File: config.mk
export PLATFORM = sky130hd
export DESIGN_NAME = jamming_detector_hop_advisor_unit
export DESIGN_NICKNAME = d
export VERILOG_FILES = /design/src/sv/jdha_pkg.sv /design/src/sv/jdha_ram.sv /design/src/sv/jdha_div.sv /design/src/sv/jamming_detector_hop_advisor_unit.sv
export SDC_FILE = /design/constraint.sdc
export NUM_CORES = 2
export LEC_CHECK = 0
export BUFFER_PORTS_ARGS = -buffer_cell sky130_fd_sc_hd__buf_2
export CORE_MARGIN = 1
export CORE_UTILIZATION = 35
export CTS_CLUSTER_DIAMETER = 200
export CTS_CLUSTER_SIZE = 28
export DETAILED_ROUTE_END_ITERATION = 8
export PLACE_DENSITY = 0.56
export SETUP_SLACK_MARGIN = 0.02
export SLEW_MARGIN = 20
export SYNTH_ARGS = -nofsm -noshare
export SYNTH_HDL_FRONTEND = slang
export SYNTH_SLANG_ARGS = --single-unit
File: constraint.sdc
create_clock -name aclk -period 10 [get_ports aclk]
set_input_delay 1.5 -clock aclk [delete_from_list [all_inputs] [get_ports aclk]]
set_output_delay 1.5 -clock aclk [all_outputs]
set_load 0.03 [all_outputs]
File: src/sv/jdha_pkg.sv
`default_nettype none
package jdha_pkg;

    localparam logic [1:0] FN_PACKET = 2'd0;
    localparam logic [1:0] FN_ALARM  = 2'd1;
    localparam logic [1:0] FN_TICK   = 2'd2;

    localparam logic [1:0] LVL_CLEAR   = 2'd0;
    localparam logic [1:0] LVL_SUSPECT = 2'd1;
    localparam logic [1:0] LVL_JAMMED  = 2'd2;

    localparam logic [2:0] REG_WIN_BY_TIME = 3'd0;
    localparam logic [2:0] REG_WIN_LEN     = 3'd1;
    localparam logic [2:0] REG_MIN_BAD     = 3'd2;
    localparam logic [2:0] REG_THRESHOLD   = 3'd3;
    localparam logic [2:0] REG_WINS_TO_JAM = 3'd4;
    localparam logic [2:0] REG_JAM_HOLD    = 3'd5;
    localparam logic [2:0] REG_RECO_GAP    = 3'd6;
    localparam logic [2:0] REG_GROUP_OK    = 3'd7;

    localparam logic [15:0] DFLT_WIN_LEN  = 16'd1000;
    localparam logic [15:0] DFLT_RECO_GAP = 16'd500;
    localparam logic [31:0] ALARM_AGE_CNT = 32'd1000;
    localparam logic [6:0]  PCT_MAX       = 7'd100;
    localparam logic [6:0]  ALARM_BONUS   = 7'd10;
    localparam logic [6:0]  GROUP_SCORE   = 7'd80;
    localparam logic [7:0]  STREAK_MAX    = 8'd255;
    // x/100 == (x*5243)>>19 for x below 43690
    localparam logic [12:0] RECIP_100     = 13'd5243;

    typedef struct packed {
        logic        start;
        logic [31:0] dividend;
        logic [31:0] divisor;
    } div_req_t;

    typedef struct packed {
        logic        done;
        logic [31:0] quot;
        logic [31:0] rem;
    } div_rsp_t;

    function automatic logic [6:0] eff_thr(input logic [6:0] t);
        if (t == 7'd0) return 7'd1;
        if (t > PCT_MAX) return PCT_MAX;
        return t;
    endfunction

    function automatic logic [6:0] score_of(input logic [6:0] pct, input logic alarm,
                                            input logic nonempty);
        logic [7:0] s;
        s = {1'b0, pct} + (alarm ? {1'b0, ALARM_BONUS} : 8'd0);
        if (!nonempty) return 7'd0;
        if (s > {1'b0, PCT_MAX}) return PCT_MAX;
        return s[6:0];
    endfunction

    function automatic logic [7:0] hint_of(input logic [6:0] score);
        logic [14:0] x;
        logic [27:0] p;
        x = {score, 8'd0} - {8'd0, score};
        p = {13'd0, x} * {15'd0, RECIP_100};
        return p[26:19];
    endfunction

endpackage
`default_nettype wire

File: src/sv/jdha_ram.sv
`default_nettype none
module jdha_ram #(
    parameter int WIDTH = 33,
    parameter int DEPTH = 64,
    localparam int AW = (DEPTH > 1) ? $clog2(DEPTH) : 1
) (
    input  wire logic                     aclk,
    input  wire logic                     wr_en,
    input  wire logic [AW-1:0]            wr_addr,
    input  wire logic [WIDTH-1:0]         wr_data,
    input  wire logic                     rd_en,
    input  wire logic [AW-1:0]            rd_addr,
    output      logic [WIDTH-1:0]         rd_data
);
    logic [WIDTH-1:0] mem [DEPTH];

    always_ff @(posedge aclk) begin
        if (wr_en) begin
            mem[wr_addr] <= wr_data;
        end
        if (rd_en) begin
            rd_data <= mem[rd_addr];
        end
    end
endmodule
`default_nettype wire

File: src/sv/jdha_div.sv
`default_nettype none
module jdha_div (
    input  wire logic              aclk,
    input  wire logic              aresetn,
    input  wire jdha_pkg::div_req_t req,
    output      jdha_pkg::div_rsp_t rsp
);
    logic        busy_reg;
    logic        done_reg;
    logic [4:0]  step_reg;
    logic [31:0] rem_reg;
    logic [31:0] quot_reg;
    logic [31:0] dvsr_reg;
    logic [32:0] shifted;
    logic [32:0] diff;
    logic        take;

    // one quotient bit per cycle, restoring
    assign shifted = {rem_reg, quot_reg[31]};
    assign diff    = shifted - {1'b0, dvsr_reg};
    assign take    = (shifted >= {1'b0, dvsr_reg});

    always_ff @(posedge aclk) begin
        if (!aresetn) begin
            busy_reg <= 1'b0;
            done_reg <= 1'b0;
            step_reg <= '0;
        end else begin
            done_reg <= 1'b0;
            if (req.start) begin
                busy_reg <= 1'b1;
                step_reg <= '0;
                rem_reg  <= '0;
                quot_reg <= req.dividend;
                dvsr_reg <= req.divisor;
            end else if (busy_reg) begin
                rem_reg  <= take ? diff[31:0] : shifted[31:0];
                quot_reg <= {quot_reg[30:0], take};
                step_reg <= step_reg + 5'd1;
                if (step_reg == 5'd31) begin
                    busy_reg <= 1'b0;
                    done_reg <= 1'b1;
                end
            end
        end
    end

    assign rsp.done = done_reg;
    assign rsp.quot = quot_reg;
    assign rsp.rem  = rem_reg;
endmodule
`default_nettype wire

File: src/sv/jamming_detector_hop_advisor_unit.sv
// the time from input beat to result beat is set by the shared bit-serial divider (32 steps
//   per use) and the read-then-compare prune walk; it grows with each pruned ring entry in
//   time mode, with the bound step when a window closes and with a tick's remainder division
// throughput: one event in work at a time; the next input beat is taken the cycle after the
//   result is registered, later while the previous result still waits in the output register
// reset (aresetn low, synchronous) clears counters, levels, times and flags; ring left as is
`default_nettype none
module jamming_detector_hop_advisor_unit #(
    parameter int WINDOW_PACKETS = 64
) (
    input  wire logic        aclk,
    input  wire logic        aresetn,
    input  wire logic        s_valid,
    output      logic        s_ready,
    input  wire logic [1:0]  s_func,
    input  wire logic        s_packet_good,
    input  wire logic [31:0] s_time_ms,
    output      logic        m_valid,
    input  wire logic        m_ready,
    output      logic [1:0]  m_link_state,
    output      logic [6:0]  m_score,
    output      logic [6:0]  m_confidence,
    output      logic [7:0]  m_aggressiveness,
    output      logic        m_hop_advice,
    output      logic        m_hop_fired,
    output      logic        m_group_switch,
    input  wire logic        cfg_wr_en,
    input  wire logic [2:0]  cfg_index,
    input  wire logic [15:0] cfg_wdata
);
    localparam int IDX_W = (WINDOW_PACKETS > 1) ? $clog2(WINDOW_PACKETS) : 1;
    localparam int CNT_W = $clog2(WINDOW_PACKETS + 1);
    localparam logic [CNT_W-1:0] FULL    = CNT_W'(WINDOW_PACKETS);
    localparam logic [CNT_W:0]   FULL_X  = (CNT_W + 1)'(WINDOW_PACKETS);
    localparam logic [IDX_W-1:0] LAST_IX = IDX_W'(WINDOW_PACKETS - 1);

    typedef enum logic [3:0] {
        ST_IDLE, ST_PR_RD, ST_PR_CHK, ST_PK_RD, ST_PK_WR, ST_TK_DIV, ST_TK_WAIT,
        ST_PCT, ST_PCT_WAIT, ST_BOUND, ST_AGE, ST_REPORT
    } state_t;

    state_t state_reg;

    // configuration
    logic        by_time_reg;
    logic [15:0] win_len_reg;
    logic [15:0] min_bad_reg;
    logic [6:0]  thr_cfg_reg;
    logic [7:0]  wins_reg;
    logic [15:0] hold_reg;
    logic [15:0] gap_reg;
    logic        group_ok_reg;

    // detector state
    logic [CNT_W-1:0] count_reg;
    logic [IDX_W-1:0] ins_reg;
    logic [CNT_W-1:0] bad_reg;
    logic [31:0]      win_begin_reg;
    logic [1:0]       level_reg;
    logic [7:0]       streak_reg;
    logic [31:0]      changed_at_reg;
    logic             alarm_reg;
    logic [31:0]      alarm_at_reg;
    logic [31:0]      last_reco_reg;

    // current event
    logic [1:0]  func_reg;
    logic        good_reg;
    logic [31:0] now_reg;
    logic [6:0]  pct_reg;
    logic        bound_reg;

    // output beat
    logic        m_valid_reg;
    logic [1:0]  o_level_reg;
    logic [6:0]  o_score_reg;
    logic [6:0]  o_conf_reg;
    logic [7:0]  o_hint_reg;
    logic        o_reco_reg;
    logic        o_fired_reg;
    logic        o_group_reg;

    logic [15:0] dur;
    logic [15:0] gap;
    logic [7:0]  wins;
    logic [6:0]  thr;
    logic [31:0] cutoff;
    logic [31:0] elapsed;
    logic [CNT_W:0]   tail_sum;
    logic [CNT_W:0]   tail_red;
    logic [IDX_W-1:0] tail;
    logic [IDX_W-1:0] ins_next;
    logic [CNT_W-1:0] count_after;
    logic [CNT_W+6:0] bad_x100;
    logic [6:0]  score;
    logic        jammy;
    logic [7:0]  streak_inc;
    logic [6:0]  over;
    logic [CNT_W-1:0] base_full;
    logic [6:0]  base;
    logic [7:0]  conf_sum;
    logic [6:0]  conf;
    logic [7:0]  sus_sum;
    logic [6:0]  sus_lvl;
    logic        reco;
    logic        fired;
    logic        group;
    logic        out_free;

    logic              ram_we;
    logic              ram_re;
    logic [IDX_W-1:0]  ram_raddr;
    logic [32:0]       ram_rdata;
    logic              rd_good;
    logic [31:0]       rd_time;

    jdha_pkg::div_req_t div_req;
    jdha_pkg::div_rsp_t div_rsp;

    assign dur  = (win_len_reg == 16'd0) ? jdha_pkg::DFLT_WIN_LEN : win_len_reg;
    assign gap  = (gap_reg == 16'd0) ? jdha_pkg::DFLT_RECO_GAP : gap_reg;
    assign wins = (wins_reg == 8'd0) ? 8'd1 : wins_reg;
    assign thr  = jdha_pkg::eff_thr(thr_cfg_reg);

    assign cutoff  = (now_reg > {16'd0, dur}) ? now_reg - {16'd0, dur} : 32'd0;
    assign elapsed = now_reg - win_begin_reg;

    // oldest entry sits count places behind the insert position
    assign tail_sum = {{(CNT_W + 1 - IDX_W){1'b0}}, ins_reg} + FULL_X - {1'b0, count_reg};
    assign tail_red = (tail_sum >= FULL_X) ? tail_sum - FULL_X : tail_sum;
    assign tail     = tail_red[IDX_W-1:0];
    assign ins_next = (ins_reg == LAST_IX) ? '0 : ins_reg + IDX_W'(1);
    assign count_after = (count_reg == FULL) ? count_reg : count_reg + CNT_W'(1);

    assign bad_x100 = {bad_reg, 7'd0} - {2'd0, bad_reg, 5'd0} + {5'd0, bad_reg, 2'd0};

    assign rd_good = ram_rdata[32];
    assign rd_time = ram_rdata[31:0];

    assign score = jdha_pkg::score_of(pct_reg, alarm_reg, count_reg != '0);
    assign jammy = (32'(bad_reg) >= 32'(min_bad_reg)) && (score >= thr);
    assign streak_inc = (streak_reg == jdha_pkg::STREAK_MAX) ? streak_reg : streak_reg + 8'd1;

    assign over      = (score > thr) ? score - thr : 7'd0;
    assign base_full = (32'(count_reg) > 32'(jdha_pkg::PCT_MAX)) ?
                       CNT_W'(jdha_pkg::PCT_MAX) : count_reg;
    assign base      = 7'(base_full >> 1);
    assign conf_sum  = {1'b0, base} + {1'b0, over};
    assign conf      = (count_reg == '0) ? 7'd0 :
                       (conf_sum > {1'b0, jdha_pkg::PCT_MAX}) ? jdha_pkg::PCT_MAX : conf_sum[6:0];
    assign sus_sum   = {1'b0, thr} + {1'b0, jdha_pkg::ALARM_BONUS};
    assign sus_lvl   = (sus_sum > {1'b0, jdha_pkg::PCT_MAX}) ? jdha_pkg::PCT_MAX : sus_sum[6:0];
    assign reco      = ((now_reg - last_reco_reg) >= {16'd0, gap}) &&
                       ((level_reg == jdha_pkg::LVL_JAMMED) ||
                        ((level_reg == jdha_pkg::LVL_SUSPECT) && (score >= sus_lvl)));
    assign fired     = reco && ((func_reg == jdha_pkg::FN_PACKET) ||
                                (func_reg == jdha_pkg::FN_ALARM));
    assign group     = fired && group_ok_reg && ((score >= jdha_pkg::GROUP_SCORE) || alarm_reg);
    assign out_free  = !m_valid_reg || m_ready;

    assign ram_we    = (state_reg == ST_PK_WR);
    assign ram_re    = (state_reg == ST_PR_RD) || (state_reg == ST_PK_RD);
    assign ram_raddr = (state_reg == ST_PK_RD) ? ins_reg : tail;

    always_comb begin
        div_req.start    = 1'b0;
        div_req.dividend = 32'(bad_x100);
        div_req.divisor  = 32'(count_reg);
        if (state_reg == ST_TK_DIV) begin
            div_req.start    = 1'b1;
            div_req.dividend = elapsed;
            div_req.divisor  = {16'd0, dur};
        end else if (state_reg == ST_PCT) begin
            div_req.start = (count_reg != '0);
        end
    end

    jdha_ram #(
        .WIDTH (33),
        .DEPTH (WINDOW_PACKETS)
    ) u_ring (
        .aclk    (aclk),
        .wr_en   (ram_we),
        .wr_addr (ins_reg),
        .wr_data ({good_reg, now_reg}),
        .rd_en   (ram_re),
        .rd_addr (ram_raddr),
        .rd_data (ram_rdata)
    );

    jdha_div u_div (
        .aclk    (aclk),
        .aresetn (aresetn),
        .req     (div_req),
        .rsp     (div_rsp)
    );

    always_ff @(posedge aclk) begin
        if (!aresetn) begin
            by_time_reg  <= 1'b0;
            win_len_reg  <= jdha_pkg::DFLT_WIN_LEN;
            min_bad_reg  <= 16'd0;
            thr_cfg_reg  <= 7'd50;
            wins_reg     <= 8'd1;
            hold_reg     <= 16'd0;
            gap_reg      <= jdha_pkg::DFLT_RECO_GAP;
            group_ok_reg <= 1'b0;
        end else if (cfg_wr_en) begin
            unique case (cfg_index)
                jdha_pkg::REG_WIN_BY_TIME: by_time_reg  <= cfg_wdata[0];
                jdha_pkg::REG_WIN_LEN:     win_len_reg  <= cfg_wdata;
                jdha_pkg::REG_MIN_BAD:     min_bad_reg  <= cfg_wdata;
                jdha_pkg::REG_THRESHOLD:   thr_cfg_reg  <= cfg_wdata[6:0];
                jdha_pkg::REG_WINS_TO_JAM: wins_reg     <= cfg_wdata[7:0];
                jdha_pkg::REG_JAM_HOLD:    hold_reg     <= cfg_wdata;
                jdha_pkg::REG_RECO_GAP:    gap_reg      <= cfg_wdata;
                jdha_pkg::REG_GROUP_OK:    group_ok_reg <= cfg_wdata[0];
                default: ;
            endcase
        end
    end

    always_ff @(posedge aclk) begin
        if (!aresetn) begin
            state_reg      <= ST_IDLE;
            count_reg      <= '0;
            ins_reg        <= '0;
            bad_reg        <= '0;
            win_begin_reg  <= '0;
            level_reg      <= jdha_pkg::LVL_CLEAR;
            streak_reg     <= '0;
            changed_at_reg <= '0;
            alarm_reg      <= 1'b0;
            alarm_at_reg   <= '0;
            last_reco_reg  <= '0;
            bound_reg      <= 1'b0;
            m_valid_reg    <= 1'b0;
        end else begin
            if (state_reg == ST_REPORT && out_free) begin
                m_valid_reg <= 1'b1;
            end else if (m_ready) begin
                m_valid_reg <= 1'b0;
            end
            unique case (state_reg)
                ST_IDLE: begin
                    if (s_valid) begin
                        func_reg  <= s_func;
                        good_reg  <= s_packet_good;
                        now_reg   <= s_time_ms;
                        bound_reg <= 1'b0;
                        if (s_func == jdha_pkg::FN_ALARM) begin
                            alarm_reg    <= 1'b1;
                            alarm_at_reg <= s_time_ms;
                        end
                        priority if (s_func == jdha_pkg::FN_PACKET) begin
                            state_reg <= by_time_reg ? ST_PR_RD : ST_PK_RD;
                        end else if (s_func == jdha_pkg::FN_ALARM ||
                                     s_func == jdha_pkg::FN_TICK) begin
                            state_reg <= by_time_reg ? ST_PR_RD : ST_PCT;
                        end else begin
                            state_reg <= ST_PCT;
                        end
                    end
                end
                ST_PR_RD: begin
                    if (count_reg != '0) begin
                        state_reg <= ST_PR_CHK;
                    end else begin
                        priority if (func_reg == jdha_pkg::FN_PACKET) begin
                            state_reg <= ST_PK_RD;
                        end else if (func_reg == jdha_pkg::FN_TICK &&
                                     elapsed >= {16'd0, dur}) begin
                            state_reg <= ST_TK_DIV;
                        end else begin
                            state_reg <= ST_PCT;
                        end
                    end
                end
                ST_PR_CHK: begin
                    if (rd_time >= cutoff) begin
                        priority if (func_reg == jdha_pkg::FN_PACKET) begin
                            state_reg <= ST_PK_RD;
                        end else if (func_reg == jdha_pkg::FN_TICK &&
                                     elapsed >= {16'd0, dur}) begin
                            state_reg <= ST_TK_DIV;
                        end else begin
                            state_reg <= ST_PCT;
                        end
                    end else begin
                        if (!rd_good && bad_reg != '0) begin
                            bad_reg <= bad_reg - CNT_W'(1);
                        end
                        count_reg <= count_reg - CNT_W'(1);
                        state_reg <= ST_PR_RD;
                    end
                end
                ST_PK_RD: begin
                    state_reg <= ST_PK_WR;
                end
                ST_PK_WR: begin
                    // overwriting the oldest entry of a full ring drops its bad mark
                    if (count_reg == FULL) begin
                        if (!rd_good && bad_reg != '0) begin
                            bad_reg <= good_reg ? bad_reg - CNT_W'(1) : bad_reg;
                        end else begin
                            bad_reg <= good_reg ? bad_reg : bad_reg + CNT_W'(1);
                        end
                    end else begin
                        bad_reg <= good_reg ? bad_reg : bad_reg + CNT_W'(1);
                    end
                    count_reg <= count_after;
                    ins_reg   <= ins_next;
                    bound_reg <= !by_time_reg && (count_after == FULL) && (ins_next == '0);
                    state_reg <= ST_PCT;
                end
                ST_TK_DIV: begin
                    state_reg <= ST_TK_WAIT;
                end
                ST_TK_WAIT: begin
                    if (div_rsp.done) begin
                        win_begin_reg <= win_begin_reg + (elapsed - div_rsp.rem);
                        bound_reg     <= 1'b1;
                        state_reg     <= ST_PCT;
                    end
                end
                ST_PCT: begin
                    if (count_reg == '0) begin
                        pct_reg   <= 7'd0;
                        state_reg <= bound_reg ? ST_BOUND : ST_AGE;
                    end else begin
                        state_reg <= ST_PCT_WAIT;
                    end
                end
                ST_PCT_WAIT: begin
                    if (div_rsp.done) begin
                        pct_reg   <= div_rsp.quot[6:0];
                        state_reg <= bound_reg ? ST_BOUND : ST_AGE;
                    end
                end
                ST_BOUND: begin
                    if (jammy) begin
                        streak_reg <= streak_inc;
                        if (streak_inc >= wins) begin
                            if (level_reg != jdha_pkg::LVL_JAMMED) begin
                                level_reg      <= jdha_pkg::LVL_JAMMED;
                                changed_at_reg <= now_reg;
                            end
                        end else if (level_reg == jdha_pkg::LVL_CLEAR) begin
                            level_reg      <= jdha_pkg::LVL_SUSPECT;
                            changed_at_reg <= now_reg;
                        end
                    end else begin
                        streak_reg <= '0;
                        if (level_reg == jdha_pkg::LVL_JAMMED) begin
                            if ((now_reg - changed_at_reg) >= {16'd0, hold_reg}) begin
                                level_reg      <= jdha_pkg::LVL_SUSPECT;
                                changed_at_reg <= now_reg;
                            end
                        end else if (level_reg == jdha_pkg::LVL_SUSPECT) begin
                            if (count_reg == '0 || score < (thr >> 1)) begin
                                level_reg      <= jdha_pkg::LVL_CLEAR;
                                changed_at_reg <= now_reg;
                            end
                        end
                    end
                    state_reg <= ST_AGE;
                end
                ST_AGE: begin
                    // alarms only age out on ticks
                    if (func_reg == jdha_pkg::FN_TICK && alarm_reg &&
                        (now_reg - alarm_at_reg) >=
                        (by_time_reg ? {16'd0, dur} : jdha_pkg::ALARM_AGE_CNT)) begin
                        alarm_reg <= 1'b0;
                    end
                    state_reg <= ST_REPORT;
                end
                ST_REPORT: begin
                    if (out_free) begin
                        o_level_reg <= level_reg;
                        o_score_reg <= score;
                        o_conf_reg  <= conf;
                        o_hint_reg  <= jdha_pkg::hint_of(score);
                        o_reco_reg  <= reco;
                        o_fired_reg <= fired;
                        o_group_reg <= group;
                        if (fired) begin
                            last_reco_reg <= now_reg;
                        end
                        state_reg <= ST_IDLE;
                    end
                end
                default: state_reg <= ST_IDLE;
            endcase
        end
    end

    assign s_ready          = (state_reg == ST_IDLE);
    assign m_valid          = m_valid_reg;
    assign m_link_state     = o_level_reg;
    assign m_score          = o_score_reg;
    assign m_confidence     = o_conf_reg;
    assign m_aggressiveness = o_hint_reg;
    assign m_hop_advice     = o_reco_reg;
    assign m_hop_fired      = o_fired_reg;
    assign m_group_switch   = o_group_reg;

`ifndef SYNTHESIS
    a_count_le_depth: assert property (@(posedge aclk) disable iff (!aresetn)
        count_reg <= FULL) else $error("ring fill beyond depth");
    a_bad_le_count: assert property (@(posedge aclk) disable iff (!aresetn)
        bad_reg <= count_reg) else $error("bad count exceeds ring fill");
    a_fired_has_reco: assert property (@(posedge aclk) disable iff (!aresetn)
        m_valid && m_hop_fired |-> m_hop_advice) else $error("hop fired without reco");
    a_group_has_fire: assert property (@(posedge aclk) disable iff (!aresetn)
        m_valid && m_group_switch |-> m_hop_fired) else $error("group switch without hop");
    a_div_done_waited: assert property (@(posedge aclk) disable iff (!aresetn)
        div_rsp.done |-> (state_reg == ST_TK_WAIT || state_reg == ST_PCT_WAIT))
        else $error("divider result with nobody waiting");
`endif

endmodule
`default_nettype wire

After elaboration in Yosys (flattened, before gate mapping)
Memory sizes are Yosys's and may differ from the RTL's. A register that Yosys moved wholly into a read port is not among the register bits.
Cells that the tools add are included.
- add/sub/neg operators: 25
- multiply operators: 1
- div/mod/pow operators: 0
- order comparisons: 20
- equality and inequality tests: 43
- shift operators: 0
- muxes and demuxes: 94
- bitwise gates (word level): 2
- reductions and logical operators: 69
- operators by type and width (kind ; count):
    32-bit two-way mux ; 13
    32-bit subtractor ; 6
    7-bit two-way mux ; 22
    32-bit by 16-bit >= comparator with 1-bit output ; 4
    64-bit two-way mux ; 1
    16-bit two-way mux ; 3
    4-bit case mux with 12 select lines ; 1
    7-bit case mux with 2 select lines ; 3
    33-bit by 32-bit >= comparator with 1-bit output ; 1
    32-bit adder ; 1
    32-bit >= comparator ; 1
    32-bit by 16-bit > comparator with 1-bit output ; 1
    16-bit logical NOT ; 2
    32-bit by 16-bit subtractor with 32-bit output ; 1
    15-bit by 13-bit multiplier with 27-bit output (second input constant) ; 1
    8-bit by 7-bit > comparator with 1-bit output (second input constant) ; 3
    2-bit two-way mux ; 12
    4-bit two-way mux ; 6
    8-bit two-way mux ; 3
    2-bit AND reduction ; 12
    1-bit two-way mux ; 20
    6-bit two-way mux ; 3
    4-bit by 3-bit == test with 1-bit output (second input constant) ; 4
    4-bit == test (second input constant) ; 4
    60 further kinds ; 126
- flip-flop bits (word level): 418
- bits in latches: 0
- RAM bits: 2112
- ROM bits: 0
- output and inout port bits: 29
- memories kept: 1
- memory list (memory ; words ; bits a word ; read ports ; clocked after memory_dff ; write ports ; line ; source):
    u_ring.mem ; 64 ; 33 ; 1 ; 1 ; 1 ; jdha_ram.sv:15 ; logic [WIDTH-1:0] mem [DEPTH];

Depth between registers and ports, before layout
- depth after elaboration: 15
- depth in mapped cells: 34
- depth with buffers taken out: 34

Cells and area by module
From an unflattened synthesis, not the netlist that was laid out.
- cells, all modules: 8144
- area total of the unflattened synthesis: 119095.5 um2
- by module, submodules not included (module ; times used ; cells an instance ; area each (um2) ; seq. area each (um2)):
    jdha_ram ; 1 ; 3610 ; 81424.3 ; 64411.8
    jamming_detector_hop_advisor_unit ; 1 ; 3999 ; 31641.6 ; 6996.7
    jdha_div ; 1 ; 535 ; 6029.5 ; 3022.9

Worst setup path after synthesis
OpenSTA, ideal clock, no wires.
- kind: register to register
- start point: register pct_reg[1]
- end point: register o_hint_reg[7] (netlist: m_aggressiveness[7]) (data pin)
- data arrival time: 7574 ps
- required time: 9740 ps
- path slack: 2166 ps
- stages on the path, launching flop included: 33
- path buffers: 0
- clock period less this slack: 7834 ps
- path through: edfxtp_1 -> ha_1 -> ha_1 -> xor2_1 -> o311ai_0 -> o32ai_1 -> or2_2 -> o21ai_0 -> inv_1 -> o41ai_1 -> a21oi_1 -> xnor2_1 -> inv_1 -> ha_1 -> inv_1 -> fa_1 -> inv_1 -> fa_1 -> fa_1 -> inv_1 -> fa_1 -> inv_1 -> ha_1 -> o21a_1 -> o21ai_0 -> a21oi_1 -> a211oi_1 -> o31ai_1 -> a41oi_1 -> a21oi_1 -> a21oi_1 -> o21bai_1 -> xnor2_1
- word-level cells in the longest chain between the ends: 8
- elaborated cells on any way between the ends: 9
- ends and longest elaborated chain (element ; line ; source):
    start: declaration ; jamming_detector_hop_advisor_unit.sv:70 ; logic [6:0] pct_reg;
    start signal: assignment ; jamming_detector_hop_advisor_unit.sv:336 ; pct_reg <= div_rsp.quot[6:0];
    7-bit by 4-bit adder with 8-bit output * ; jdha_pkg.sv:52 ; s = {1'b0, pct} + (alarm ? {1'b0, ALARM_BONUS} : 8'd0);
    8-bit by 7-bit > comparator with 1-bit output ; jdha_pkg.sv:54 ; if (s > {1'b0, PCT_MAX}) return PCT_MAX;
    1-bit two-way mux (2 in a row) ; jdha_pkg.sv:54 ;
    7-bit two-way mux * ; jdha_pkg.sv:55 ; return s[6:0];
    7-bit two-way mux * ; jdha_pkg.sv:54 ;
    named net score[2] ; jamming_detector_hop_advisor_unit.sv:95 ; logic [6:0] score;
    15-bit by 7-bit subtractor with 15-bit output * ; jdha_pkg.sv:61 ; x = {score, 8'd0} - {8'd0, score};
    15-bit by 13-bit multiplier with 27-bit output * ; jdha_pkg.sv:62 ; p = {13'd0, x} * {15'd0, RECIP_100};
    end signal: assignment ; jamming_detector_hop_advisor_unit.sv:382 ; o_hint_reg <= jdha_pkg::hint_of(score);
    end: declaration ; jamming_detector_hop_advisor_unit.sv:78 ; logic [7:0] o_hint_reg;
Mark *: on every way through the listed nets, which the timed path passes. The rest lies on a longest branch. The select of a mux whose other input is x is not followed.
A chain may end at the register's enable or synchronous reset.

Final worst setup path
- start point: register alarm_reg
- end point: register o_hint_reg[7] (netlist: m_aggressiveness[7]) (data pin)
- word-level cells in the longest chain between the ends: 9
- elaborated cells on any way between the ends: 10
- ends and longest elaborated chain (element ; line ; source):
    start: declaration ; jamming_detector_hop_advisor_unit.sv:62 ; logic alarm_reg;
    start signal: assignment ; jamming_detector_hop_advisor_unit.sv:233 ; alarm_reg <= 1'b0;
    start signal: assignment ; jamming_detector_hop_advisor_unit.sv:252 ; alarm_reg <= 1'b1;
    start signal: assignment ; jamming_detector_hop_advisor_unit.sv:373 ; alarm_reg <= 1'b0;
    4-bit two-way mux * ; jdha_pkg.sv:52 ;
    7-bit by 4-bit adder with 8-bit output * ; jdha_pkg.sv:52 ;
    8-bit by 7-bit > comparator with 1-bit output ; jdha_pkg.sv:54 ;
    1-bit two-way mux (2 in a row) ; jdha_pkg.sv:54 ;
    7-bit two-way mux * ; jdha_pkg.sv:55 ;
    7-bit two-way mux * ; jdha_pkg.sv:54 ;
    15-bit by 7-bit subtractor with 15-bit output * ; jdha_pkg.sv:61 ;
    15-bit by 13-bit multiplier with 27-bit output * ; jdha_pkg.sv:62 ;
Mark *: on every way between the ends. The rest lies on a longest branch, timed or not. The select of a mux whose other input is x is not followed.

==> results.md <==
- The later pin in the worst-skew pair is clocked with a latency of between 0.8 and 0.9 ns.
- For the pin with the worst max-slew slack, the measured transition is about 1.2 ns.
- The required time at the endpoint of the critical path is between 10 and 15 ns.
- The number of warnings printed during yosys synthesis is 0.
- In the global route stage, met3 resource usage came out at 0.01876.
- Synthesis inferred between 2,000 and 3,000 register bits.
- The portion of synthesized area spent on multiplexers is 0.008163.
- The number of optimization iterations in the first detailed-route pass is 6.
- STA classifies the critical path endpoint as a register.
- The total wirelength of the detailed-routed design is 369.6 mm.
- TritonCTS built the clock tree.
- In the global route stage, met2 resource usage came out at 0.3403.
- The delay of the slowest cell on the worst path is 0.75 ns.
- The global-route wire length before repair is ~540 mm.
- The startpoint of the worst hold path is wins_reg[1].
- The worst min-delay path class is reg2reg.
- The CTS buffer count is 100.
- The post-synthesis cell area is 119,900 um2.
- The initial core utilization is 0.3522.
- The endpoint arrival time on the critical path is approximately 9.5 ns.
- The floorplan step set the die width to 587.2 um.
- The clock passes through at most 3 buffers.
- In the finished design, the share of the clock period the worst path needs comes to 0.8894.
- The number of nets still failing antenna checks after routing is 0.
- The global route total overflow is 0.
- The smallest clock period supported by the final layout is computed as about 8.9 ns.
- ~90 I/O pins were placed.
- The flip-flop count of the largest register, all copies and words added is between 2,000 and 2,500.
- In the routed layout, each cell is associated on average with a via count of 5.550.
- Dividing the detail-routed wire length by the instance count gives ~25 um.
- The number of flops mapped to enable cells by yosys is 2,294.
- The iteration-0 DRC count of the detailed router is approximately 8,600.
- The estimated wirelength of the detail-placed design is ~220 mm.
- The number of cells upsized or downsized after cts is 0.
- The largest registers in the layout are u_ring.mem x2112, u_ring.rd_data x33.
- The initial antenna violation count is 11.
- The most critical setup path has its startpoint at alarm_reg.
- In the global route stage, met1 resource usage came out at 0.2882.
- Ranked by flip-flop count, first place goes to u_ring.mem.
- The count of final max-slew check failures is 0.
- The final routed DRC violation total is 0.
- In the final layout, the share of cells above drive strength 1 is 0.05126.
- Of the total synthesized cell area, the portion taken by AND, OR, NAND and NOR gates is 0.1597.
- The post-synthesis net count is around 11,000.
- Counting cells, the worst reg-to-reg path comes to 33.
- By startpoint and endpoint, the worst setup path is classified as reg2reg.
- Of the total synthesized cell area, the portion taken by XOR and XNOR cells is 0.01612.
- In this run the clock root is driven by a sky130_fd_sc_hd__clkbuf_16.
- Once layout is complete, the utilization of the core stands at 0.3791.
- The row count is 214.
- The master of the slowest instance on the critical path is sky130_fd_sc_hd__xnor2_1.
- The adder-cell share of the synthesized area is 0.06579.
- The capturing point of the worst reg2reg path is m_aggressiveness[7].
- The final clock skew is around 0.056 ns.
- The worst register-to-register path has a setup slack of approximately 1.1 ns.
- STA classifies the critical path startpoint as a register.
- In this run the vertical extent of the chip is approximately 590 um.
- The area fraction in compound gates after synthesis is 0.09846.
- Synthesis produced a netlist whose cell count is around 11,000.
- The routed layout has between 80,000 and 90,000 vias.
- The post-synthesis sequential area ratio is 0.6170.
- Once placement finished, the instance area stood at 126,200 um2.
- Buffers placed on the I/O ports in this run total 87.
- Setup violations remaining at the end of the flow were counted as 0.
- The netlist uses 91 different library cells.
- A synthesized cell averages around 11 um2.
- The cell occurring most often along the worst timing path is sky130_fd_sc_hd__ha_1.
- Clock-pin slew was measured on the worst setup and hold paths at approximately 0.13 ns.
- In this run the critical register-to-register path is launched from alarm_reg.
- Counting flops with an async set or reset pin after synthesis yields a share of 0.
- The all-layer global routing usage is 0.2065.
- The die covers about 340,000 um2.
- The flow ran to the end, and the final reports show no timing, DRC or antenna violations.
- In this run the standard cell core region covers between 300,000 and 400,000 um2.
- In this run the tightest slew margin relative to its limit is 0.1973.
- For this design, the sink count on the clock tree is ~2,500.
- The clock tree synthesis step divided the H-tree into 3 levels.
- The maximum number of pins on one net before global-route repair is 158.
- The count of max-cap constraint violations is 0.
- The maximum fanout along the worst path is 6.
- For the final routed database, the setup TNS stands at 0 ns.
- Setup repair after global routing left no endpoint under its margin.
- After clock tree synthesis, the setup repair step added 0 buffers.
- After synthesis, the largest family of logic cells by area is simple AND/OR/NAND/NOR gates.
- The via count of the first global-routing pass is roughly 79,000.
- After routing the design area is 129,000 um2.
- The most used flip-flop cell after synthesis is sky130_fd_sc_hd__edfxtp_1.
- The end point of the critical path is m_aggressiveness[7].
- The hold violation total from the final report is 0.
- met2 is the most crowded layer.
- The signed area change from the synthesized netlist to the final layout is 7.626%.
- The total number of nets in the final design is between 10,000 and 15,000.
- Hold repair after CTS inserted 0 buffers.
- The peak clock frequency supported by timing is about 110 MHz.
- The placer's final routability congestion estimate is 0.9005.
==> per-stage QoR <==
step,hold slack [ns],instances,worst slack [ns]
floorplan,0.4319,10619,2.166
global placement,0.4421,14867,1.225
detailed placement,0.4483,14867,1.160
CTS,0.4662,15011,1.149
global route,0.4778,15013,0.5535
finish,0.4651,15018,1.106
==> worst min path at each step <==
stage | end | slack (ns) | cells after the start
2_1_floorplan | streak_reg[6] | 0.43 | 2
3_3_place_gp | min_bad_reg[14] | 0.44 | 2
3_5_place_dp | alarm_at_reg[18] | 0.45 | 2
4_1_cts | min_bad_reg[5] | 0.47 | 2
5_1_grt | alarm_at_reg[23] | 0.48 | 2
6_report | wins_reg[1] | 0.47 | 2
==> cells in the mapped netlist (all sizes together) (45+ instances only) <==
master / count / share of area
buf: 89 / 0.0037
and3: 297 / 0.016
and2: 51 / 0.0027
fa: 109 / 0.018
xor2: 74 / 0.0054
nand3: 643 / 0.027
nor2: 311 / 0.0097
a21oi: 449 / 0.019
edfxtp: 2294 / 0.57
xnor2: 144 / 0.011
nand2b: 49 / 0.0026
inv: 482 / 0.015
nand4: 51 / 0.0027
ha: 455 / 0.047
nor3: 68 / 0.0030
nand2: 2746 / 0.086
dfxtp: 253 / 0.042
o21ai: 188 / 0.0078
a311oi: 401 / 0.029
a31oi: 169 / 0.0088
a211oi: 97 / 0.0061
a21o: 132 / 0.0083
clkbuf: 512 / 0.016
mux2i: 91 / 0.0076
nor2b: 45 / 0.0023
==> metal layers <==
metal	routed length [um]	vias up
met3	23740	441
met4	11990	4
li1	-	37920
met2	173000	3020
met1	160800	41968
met5	27	-
==> cells by family (layout without fill, tap and decap cells) <==
| family | Yosys count | after routing |
|---|---|---|
| and+or+nand+nor | 4400 | 4400 |
| DFF | 2547 | 2547 |
| AOI/OAI and AO/OA | 1707 | 1707 |
| buffers and inverters | 1084 | 940 |
| adders and majority gates | 565 | 565 |
| xor gates and xnor gates | 219 | 219 |
| muxes | 97 | 97 |
| other | 0 | 7 |
==> area by class of cell <==
| cell class | instances | area, um2 |
|---|---|---|
| inverters | 483 | 1815 |
| multi-input cells | 6988 | 42350 |
| flip-flops and latches | 2547 | 73950 |
| well taps | 4536 | 5675 |
| clock inverters | 5 | 112.6 |
| repair buffers | 313 | 2426 |
| fillers | 32627 | 211300 |
| clock buffers | 139 | 2649 |
| diodes | 7 | 17.52 |
==> cell usage in the layout, fill, tap and decap left out, drive strengths merged, types with 12 or more instances in the layout <==
cell,instances
nand3,643
buf,313
a31oi,169
a311o,33
or4,12
a311oi,401
edfxtp,2294
clkbuf,139
o31ai,18
and3,297
o21ai,188
or3,32
or2,13
a2111oi,15
dfxtp,253
nor2b,45
nor3,68
o21bai,24
nor4,34
inv,484
xor2,74
nand4,51
o211ai,22
a21oi,449
and2,51
nand2b,49
mux2i,91
a21boi,23
a21o,132
nor2,311
a211oi,97
o21a,30
ha,455
nand2,2746
xnor2,144
fa,109
==> worst max-delay path: cells and delay by family, from the launching register on <==
| family | cells | cell delay, ns |
|---|---|---|
| AND/OR/NAND/NOR | 5 | 1.15 |
| adder cells (fa/ha/maj) | 9 | 3.43 |
| XOR/XNOR | 3 | 1.04 |
| AO/OA/AOI/OAI | 11 | 2.10 |
| flip-flops | 1 | 0.53 |
| buffers and inverters | 5 | 0.39 |
Power is left out: the tool's default activity adds up to more than one toggle a clock period on the data nets, which glitch-free logic cannot reach.
